File: src/hw/rtl/tilt_angle_step_detector_defines.svh
// ----------------------------------------------------------------------------
// tilt angle step detector assertion macros
// Shared concurrent assertion helpers, clocked on clk, held off during reset.
// ----------------------------------------------------------------------------
`ifndef TILT_ANGLE_STEP_DETECTOR_DEFINES_SVH
`define TILT_ANGLE_STEP_DETECTOR_DEFINES_SVH

// same-cycle implication
`define TASD_ASSERT_NOW(label, clk, rst, ante, cons) \
  label: assert property (@(posedge clk) disable iff (rst) (ante) |-> (cons)) \
    else $error("tasd assertion failed");

// next-cycle implication
`define TASD_ASSERT_NEXT(label, clk, rst, ante, cons) \
  label: assert property (@(posedge clk) disable iff (rst) (ante) |=> (cons)) \
    else $error("tasd assertion failed");

`endif

File: src/hw/rtl/tasd_pkg.sv
// ----------------------------------------------------------------------------
// tasd_pkg
// Types and constants for the tilt angle step detector.
// ----------------------------------------------------------------------------
`default_nettype none

package tasd_pkg;

  localparam int AngleW = 16;
  localparam int CountW = 32;
  localparam int CfgW   = 16;

  // filter restart value, 90 degrees in Q8.8
  localparam logic [AngleW-1:0] FiltReset = 16'd23040;

  // register reset values
  localparam logic [CfgW-1:0] StartThrReset  = 16'd17920;
  localparam logic [CfgW-1:0] ReturnThrReset = 16'd18432;
  localparam logic [CfgW-1:0] MinIntReset    = 16'd8;
  localparam logic [CfgW-1:0] MaxActReset    = 16'd64;

  typedef enum logic [0:0] {
    OP_SAMPLE = 1'b0,
    OP_CLEAR  = 1'b1
  } opcode_t;

  typedef enum logic [1:0] {
    REG_START_THR    = 2'd0,
    REG_RETURN_THR   = 2'd1,
    REG_MIN_INTERVAL = 2'd2,
    REG_MAX_ACTIVE   = 2'd3
  } cfg_index_t;

endpackage

`default_nettype wire

File: src/hw/rtl/tilt_angle_step_detector.sv
// An input transfer loads the input register; the result register loads from it
// when the output can advance. Throughput: one item per cycle while out_ready
// holds; the input register refills while a result waits, and the detector
// state updates in the single pass between the two.
// Reset (rst, synchronous): registers return to their defaults, the detector
// restarts at 90 degrees with zero counts, and both stages empty.
// ----------------------------------------------------------------------------
// tilt_angle_step_detector
// Smooths tilt-angle samples and counts steps with a two-state detector.
// ----------------------------------------------------------------------------
`default_nettype none

`include "tilt_angle_step_detector_defines.svh"

module tilt_angle_step_detector
  import tasd_pkg::*;
(
  input  wire logic                 clk,
  input  wire logic                 rst,
  // configuration writes
  input  wire logic                 cfg_we,
  input  wire logic [1:0]           cfg_index,
  input  wire logic [CfgW-1:0]      cfg_data,
  // input channel
  input  wire logic                 in_valid,
  output logic                      in_ready,
  input  wire opcode_t              opcode,
  input  wire logic [AngleW-1:0]    angle,
  // output channel
  output logic                      out_valid,
  input  wire logic                 out_ready,
  output logic [CountW-1:0]         total_steps,
  output logic                      step_seen,
  output logic [AngleW-1:0]         smoothed_angle,
  output logic                      armed
);

  // configuration registers
  logic [CfgW-1:0] start_thr;
  logic [CfgW-1:0] return_thr;
  logic [CfgW-1:0] min_interval;
  logic [CfgW-1:0] max_active;

  // input stage
  logic              s1_valid;
  opcode_t           s1_opcode;
  logic [AngleW-1:0] s1_angle;

  // detector state
  logic [AngleW-1:0] filtered_angle;
  logic [CountW-1:0] sample_counter;
  logic [CountW-1:0] last_step_stamp;
  logic [CountW-1:0] arm_stamp;
  logic              armed_flag;
  logic [CountW-1:0] step_total;

  logic [AngleW-1:0] filtered_angle_next;
  logic [CountW-1:0] sample_counter_next;
  logic [CountW-1:0] last_step_stamp_next;
  logic [CountW-1:0] arm_stamp_next;
  logic              armed_flag_next;
  logic [CountW-1:0] step_total_next;
  logic              seen_next;

  logic [AngleW+1:0] filt_sum;
  logic [CountW-1:0] since_step;
  logic [CountW-1:0] since_arm;
  logic              advance;
  logic              fire;

  // pipeline handshake
  assign advance  = !out_valid || out_ready;
  assign in_ready = !s1_valid || advance;
  assign fire     = s1_valid && advance;

  // configuration write decode
  always_ff @(posedge clk) begin
    if (rst) begin
      start_thr    <= StartThrReset;
      return_thr   <= ReturnThrReset;
      min_interval <= MinIntReset;
      max_active   <= MaxActReset;
    end else if (cfg_we) begin
      unique case (cfg_index)
        REG_START_THR:    start_thr    <= cfg_data;
        REG_RETURN_THR:   return_thr   <= cfg_data;
        REG_MIN_INTERVAL: min_interval <= cfg_data;
        REG_MAX_ACTIVE:   max_active   <= cfg_data;
        default:          ;
      endcase
    end
  end

  // input register
  always_ff @(posedge clk) begin
    if (rst) begin
      s1_valid <= 1'b0;
    end else if (in_ready) begin
      s1_valid <= in_valid;
    end
  end

  always_ff @(posedge clk) begin
    if (in_valid && in_ready) begin
      s1_opcode <= opcode;
      s1_angle  <= angle;
    end
  end

  // filter: (old + 3*new) / 4, truncated
  assign filt_sum = {2'b00, filtered_angle} + {1'b0, s1_angle, 1'b0} + {2'b00, s1_angle};

  assign sample_counter_next = (s1_opcode == OP_CLEAR) ? '0 : sample_counter + 1'b1;
  assign since_step = sample_counter_next - last_step_stamp;
  assign since_arm  = sample_counter_next - arm_stamp;

  // detector next state
  always_comb begin
    filtered_angle_next  = filt_sum[AngleW+1:2];
    last_step_stamp_next = last_step_stamp;
    arm_stamp_next       = arm_stamp;
    armed_flag_next      = armed_flag;
    step_total_next      = step_total;
    seen_next            = 1'b0;
    if (s1_opcode == OP_CLEAR) begin
      filtered_angle_next  = FiltReset;
      last_step_stamp_next = '0;
      arm_stamp_next       = '0;
      armed_flag_next      = 1'b0;
      step_total_next      = '0;
    end else if (!armed_flag) begin
      if ((filtered_angle_next < start_thr) &&
          (since_step >= {{(CountW-CfgW){1'b0}}, min_interval})) begin
        armed_flag_next = 1'b1;
        arm_stamp_next  = sample_counter_next;
      end
    end else begin
      // step and timeout together still count the step
      if (filtered_angle_next > return_thr) begin
        step_total_next      = step_total + 1'b1;
        last_step_stamp_next = sample_counter_next;
        armed_flag_next      = 1'b0;
        seen_next            = 1'b1;
      end
      if (since_arm > {{(CountW-CfgW){1'b0}}, max_active}) begin
        armed_flag_next = 1'b0;
      end
    end
  end

  // detector state update
  always_ff @(posedge clk) begin
    if (rst) begin
      filtered_angle  <= FiltReset;
      sample_counter  <= '0;
      last_step_stamp <= '0;
      arm_stamp       <= '0;
      armed_flag      <= 1'b0;
      step_total      <= '0;
    end else if (fire) begin
      filtered_angle  <= filtered_angle_next;
      sample_counter  <= sample_counter_next;
      last_step_stamp <= last_step_stamp_next;
      arm_stamp       <= arm_stamp_next;
      armed_flag      <= armed_flag_next;
      step_total      <= step_total_next;
    end
  end

  // result register
  always_ff @(posedge clk) begin
    if (rst) begin
      out_valid <= 1'b0;
    end else if (advance) begin
      out_valid <= s1_valid;
    end
  end

  always_ff @(posedge clk) begin
    if (fire) begin
      total_steps    <= step_total_next;
      step_seen      <= seen_next;
      smoothed_angle <= filtered_angle_next;
      armed          <= armed_flag_next;
    end
  end

  // checks
  `TASD_ASSERT_NOW(a_step_disarms, clk, rst, out_valid && step_seen, !armed)
  `TASD_ASSERT_NEXT(a_clear_result, clk, rst, fire && (s1_opcode == OP_CLEAR),
    (total_steps == '0) && (smoothed_angle == FiltReset) && !armed && !step_seen)
  `TASD_ASSERT_NEXT(a_armed_tracks, clk, rst, fire, armed == armed_flag)
  `TASD_ASSERT_NEXT(a_count_step, clk, rst, fire && (s1_opcode == OP_SAMPLE),
    total_steps == ($past(step_total) + {{(CountW-1){1'b0}}, step_seen}))

endmodule

`default_nettype wire

File: config.mk
export PLATFORM = sky130hd
export DESIGN_NAME = tilt_angle_step_detector
export DESIGN_NICKNAME = d
export VERILOG_FILES = /design/src/hw/rtl/tasd_pkg.sv /design/src/hw/rtl/tilt_angle_step_detector.sv
export VERILOG_INCLUDE_DIRS = /design/src /design/src/hw/rtl
export SDC_FILE = /design/constraint.sdc
export NUM_CORES = 1
export LEC_CHECK = 0
export ABC_AREA = 1
export BUFFER_PORTS_ARGS = -buffer_cell sky130_fd_sc_hd__buf_4
export CORE_MARGIN = 2
export CORE_UTILIZATION = 63
export DETAILED_ROUTE_END_ITERATION = 7
export GPL_TIMING_DRIVEN = 1
export PLACE_DENSITY = 0.91
export REMOVE_ABC_BUFFERS = 1
export SYNTH_ARGS = -nofsm -noshare
export SYNTH_HDL_FRONTEND = slang
export SYNTH_SLANG_ARGS = --single-unit
File: constraint.sdc
create_clock -name clk -period 6.67 [get_ports clk]
set_input_delay 1.334 -clock clk [delete_from_list [all_inputs] [get_ports clk]]
set_output_delay 1.334 -clock clk [all_outputs]
set_load 0.02 [all_outputs]
---- After elaboration in Yosys (flattened, before gate mapping) ----
Cells that the tools add are included.
storage, ports and cells
  register bits after elaboration ......... 278
  input bits .............................. 40
  output and inout bits ................... 52
  logic and storage cells ................. 68
cells by class
  add/subtract/negate cells ............... 6
  $lt $le $gt $ge ......................... 4
  equal/unequal tests ..................... 4
  multiplexer cells ....................... 17
  bitwise operators ....................... 1
  reductions and logical operators ........ 18
operator list
  operator                 count
  $mux W32                 10
  $add A32 B1 Y32 const B  2
  $sub A32 B32 Y32         2
  $ge A32 B16 Y1           1
  $gt A32 B16 Y1           1
  $add A16 B17 Y18         1
  $add A18 B16 Y18         1
  $gt A16 B16 Y1           1
  $lt A16 B16 Y1           1
  $mux W16                 1
  $reduce_and A2 Y1        4
  $mux W1                  6
  $reduce_and A3 Y1        2
  $reduce_bool A2 Y1       3
  $eq A2 B2 Y1 const B     2
  $logic_and A1 B1 Y1      3
  $eq A2 B1 Y1 const B     1
  $logic_not A1 Y1         2
  $logic_not A2 Y1         1
  $logic_or A1 B1 Y1       2
  $ne A2 B2 Y1 const B     1
  $reduce_or A2 Y1         1
  $not A1 Y1               1

---- Depth between registers and ports, before layout ----
  word-level depth ........................ 8
  gate-level depth with buffers ........... 36
  mapped depth without buffers ............ 36

---- Worst setup path before layout ----
No wires, ideal clock.
  path kind ............................... reg-to-reg
  from .................................... reg s1_angle[2]
  to ...................................... reg total_steps[25] (data pin)
  library setup time ...................... 0.251 ns
  arrival time ............................ 4.456 ns
  required time ........................... 6.419 ns
  path slack .............................. 1.962 ns
  cell stages (with the launch flop) ...... 29
  path buffers ............................ 1
  clock period less this slack ............ 4.708 ns
  cell sequence ........................... edfxtp_1 > fa_1 > ha_1 > a21oi_1 > o21ai_1 > a21boi_0 > o21ai_1 > a21boi_0 > o21ai_1 > a21boi_0 > o21ai_0 > nand2_1 > nand2_1 > ha_1 > nand2_1 > nor2_1 > nand4_1 > inv_1 > nand3_1 > nand3_1 > nand2_2 > nor2_2 > buf_6 > nand2_1 > nor2_1 > nand3_1 > xor2_1 > nand2_1 > inv_1
between the ends
  cells in the longest elaborated chain, start to end .. 6
RTL lines
  item                      RTL line                         text
  start: declaration        tilt_angle_step_detector.sv:47   logic [AngleW-1:0] s1_angle;
  start signal: assignment  tilt_angle_step_detector.sv:106  s1_angle <= angle;
  $add A16 B17 Y18          tilt_angle_step_detector.sv:111  assign filt_sum = {2'b00, filtered_angle} + {1'b0, s1_angle, 1'b0} + {2'b00, s1_angle};
  $add A18 B16 Y18 *        tilt_angle_step_detector.sv:111
  $gt A16 B16 Y1 *          tilt_angle_step_detector.sv:139  if (filtered_angle_next > return_thr) begin
  $mux W32 *                tilt_angle_step_detector.sv:139
  $mux W32 *                tilt_angle_step_detector.sv:131  end else if (!armed_flag) begin
  $mux W32 *                tilt_angle_step_detector.sv:125  if (s1_opcode == OP_CLEAR) begin
  net step_total_next[25]   tilt_angle_step_detector.sv:62   logic [CountW-1:0] step_total_next;
  end signal: assignment    tilt_angle_step_detector.sv:181  total_steps <= step_total_next;
  end: declaration          tilt_angle_step_detector.sv:32   output logic [CountW-1:0] total_steps,
Mark *: on every way through the listed nets, which the timed path passes. The rest lies on a longest branch.
A chain may end at the register's enable or synchronous reset.

---- Worst setup path after layout ----
  from .................................... reg s1_angle[1]
  to ...................................... reg last_step_stamp[10]
between the ends
  cells in the longest elaborated chain, start to end .. 5
RTL lines
  item                            RTL line                         text
  $add A16 B17 Y18                tilt_angle_step_detector.sv:111
  $add A18 B16 Y18 *              tilt_angle_step_detector.sv:111
  $gt A16 B16 Y1 *                tilt_angle_step_detector.sv:139
  $reduce_bool A2 Y1 (no line) *  --
  $reduce_and A3 Y1 (no line) *   --
  end signal: assignment          tilt_angle_step_detector.sv:163  last_step_stamp <= last_step_stamp_next;
  end: declaration                tilt_angle_step_detector.sv:52   logic [CountW-1:0] last_step_stamp;
Every way passes the cells marked *; elsewhere a longest branch is shown, timed or not.

==> metrics.txt <==
initial cell density of the core=between 60 and 70%; hold depth=2; final setup violation count=0; worst hold-check path type=reg -> reg; CTS Buf Count=29; io pins=92; first-pass iteration count of the detailed router=8; Yosys reg bits=between 200 and 300; count of cell types in the netlist=50; crit path capture type=flip-flop; Worst EP required=between 7 and 8 ns; Fmax achieved=roughly 160 MHz; Placer Congestion=about 0.98; Top FF cell, synth=dfxtp_1; DIE AREA=between 30,000 and 40,000 um2; finished layout cell area=~21,000 um2; total wire length after detailed routing=56,130 um; Avg Inst Size Synth=6.918 um2; Slew Limit Headroom=between 30% and 40%; initial drt markers=around 2,200; Pwr Total=approximately 5.8 mW; Tcrit/Tclk final=between 90% and 100%; Die H=roughly 180 um; Worst-path clk slew=roughly 0.060 ns; TNS Setup=0 ns; Hold Violations, Final=0; Global Route Usage Sum=a little over a third; Reg2Reg Depth=33; DR WL/cell=around 18 um; sequential fraction of the synthesis area=between 30% and 40%; Area after DPL=19,600 um2; share of post-route cells with drive strength above 1=7.714%; critical path peak fanout=30; crit path time final=around 6 ns; WP data arrival=roughly 6.6 ns; Post-CTS Hold Buffers=0; clock skew=around 0.02 ns; global-route wire length before repair=roughly 88,000 um; PortBufs=91; status=finished, final reports clean; Syn. warnings=0; Net count, final=just under 3,000; Critical Path Source Type=flip-flop; clk root buf=clkbuf_16; FILL cells=between 2,000 and 2,500; row count=between 60 and 70; H-tree depth=1; CTS tree=yes; Crit path largest cell delay=about 0.53 ns; vias=approximately 18,000; synthesis-to-finish area growth=10.89%; Worst Max-Slew Pin Slew=around 0.96 ns; WS Path Type=reg -> reg; CP max-delay cell=fa_1; Clock Latency Late Sink=between 0.5 and 0.6 ns; CP most frequent cell=nand2_1; EDFF count, synth=67; placed cell count=3,102; max-slew violations=0; VDD IR max=~0.23 mV; most frequent cells in the layout=nand2_1, inv_1, a21oi_1; Routed Antenna Nets=0; CTS Buffer Depth=3; Cell Area, Synth=around 19,000 um2; die width=175.9 um; gate count of the mapped netlist=2,692; DR vias/cell=approximately 5.8; global route total overflow=0; DPL Wire Length=roughly 42,000 um; most common cell after layout, fill and taps aside=nand2_1; initial antenna violation count=1; number of global-route vias before repair=approximately 17,000; total core area=28,940 um2; Synth async-reset ratio=0%; Max Cap Viol=0; TritonCTS Sinks=278; pwr dens=approximately 280 nW/um2; drc violations=0; RSZ-0062 raised after global routing=false; largest net degree at the start of global routing=approximately 120; Pleak=9.834 nW; Antenna Cells=0; Post-Layout Cell Count=approximately 3,200
cell families after synthesis:
kind of cell | after synthesis | share of synthesized area, %
xor+xnor | 49 | 2.304
simple gates | 1115 | 25.40
mux | 1 | 0.06046
buf+inv | 524 | 10.73
fa+ha+maj | 164 | 11.74
compound gates | 561 | 16.28
flops | 278 | 33.48
cell usage after synthesis, types with 3 or more instances:
library cell | instances | area [um2]
nor4_1 | 15 | 93.84
xor2_1 | 43 | 376.6
buf_2 | 7 | 35.03
o21ai_1 | 4 | 20.02
inv_1 | 441 | 1655
or2_2 | 18 | 112.6
clkbuf_1 | 66 | 247.7
fa_1 | 18 | 360.4
a221oi_1 | 7 | 61.31
ha_1 | 146 | 1827
o21ai_0 | 186 | 930.9
o211ai_1 | 11 | 82.58
a21boi_0 | 4 | 30.03
o22ai_1 | 5 | 31.28
nand4_1 | 47 | 294.0
dfxtp_1 | 211 | 4224
o21bai_1 | 10 | 75.07
and2_1 | 6 | 37.54
nand3_1 | 129 | 645.6
nand3b_1 | 8 | 60.06
xnor2_1 | 6 | 52.55
buf_1 | 6 | 22.52
a21oi_1 | 288 | 1441
a21oi_2 | 10 | 87.58
a211oi_1 | 9 | 67.56
o21a_1 | 13 | 97.59
nor2_2 | 6 | 37.54
edfxtp_1 | 67 | 2012
nor2_1 | 252 | 945.9
or2_1 | 3 | 18.77
nand2_2 | 6 | 37.54
nor3_1 | 48 | 240.2
nand2_1 | 570 | 2140
buf_6 | 3 | 33.78
a31oi_1 | 5 | 31.28
per-layer routing:
layer | global-route usage, % | up-vias | wire length (um)
met5 | 0 | - | 18
met4 | 12.26 | 2 | 2020
met3 | 4.802 | 148 | 4965
met2 | 59.83 | 905 | 26040
met1 | 47.02 | 8464 | 23080
li1 | - | 8913 | -
worst paths after layout:
check                        startpoint                               end  slack, ns
min reg2reg  return_thr[5]$_SDFFE_PP0P_        return_thr[5]$_SDFFE_PP0P_       0.46
min          return_thr[5]$_SDFFE_PP0P_        return_thr[5]$_SDFFE_PP0P_       0.46
max reg2reg       s1_angle[1]$_DFFE_PP_  last_step_stamp[10]$_SDFFE_PP0P_       0.51
max               s1_angle[1]$_DFFE_PP_  last_step_stamp[10]$_SDFFE_PP0P_       0.51
cell type report:
cell class / count / area (um2) / area share (%)
Timing Repair inverter: 1 / 7.507 / 0.03635
Multi-Input combinational cell: 1890 / 10400 / 50.35
Clock buffer: 39 / 867.1 / 4.198
Clock inverter: 15 / 163.9 / 0.7937
Sequential cell: 278 / 6236 / 30.20
Tap cell: 384 / 480.5 / 2.326
Inverter: 442 / 1669 / 8.082
Timing Repair Buffer: 109 / 830.8 / 4.023
flip-flops by register name, indices dropped and copies added (netlist names), 16 cells and up:
name             flops
arm_stamp           32
last_step_stamp     32
sample_counter      32
step_total          32
total_steps         32
filtered_angle      16
max_active          16
min_interval        16
return_thr          16
s1_angle            16
smoothed_angle      16
start_thr           16
report_power, final:
part | leakage (nW) | switching (mW) | total (mW) | internal [mW]
combinational | 6.96 | 1.39 | 2.10 | 0.714
sequential | 2.37 | 0.0792 | 1.93 | 1.85
clock | 0.510 | 0.716 | 1.72 | 1.00
worst max-delay path: cells and delay by family, from the launching register on:
kind                       cells  cell delay [ns]
buffers and inverters          7             1.30
DFF                            1             0.45
adders and majority gates      3             1.06
AOI/OAI and AO/OA              4             1.12
and+or+nand+nor               19             2.11
metrics by stage:
| stage | hold WS [ns] | util, % | worst slack, ns |
|---|---|---|---|
| 2_1_floorplan | 0.4376 | - | 0.9186 |
| 3_3_place_gp | 0.4458 | 67.75 | 1.019 |
| 3_5_place_dp | 0.4529 | 67.75 | 0.6712 |
| 4_1_cts | 0.4615 | 71.31 | 0.5715 |
| 5_1_grt | 0.4828 | 71.37 | 0.008008 |
| 6_report | 0.4639 | 71.37 | 0.5119 |
what timing repair did:
action                                  CTS  global route
buffers inserted                          0             1
endpoints found under the setup margin    0            15
resized for setup                         0             2
(Power assumes the default switching activity.)
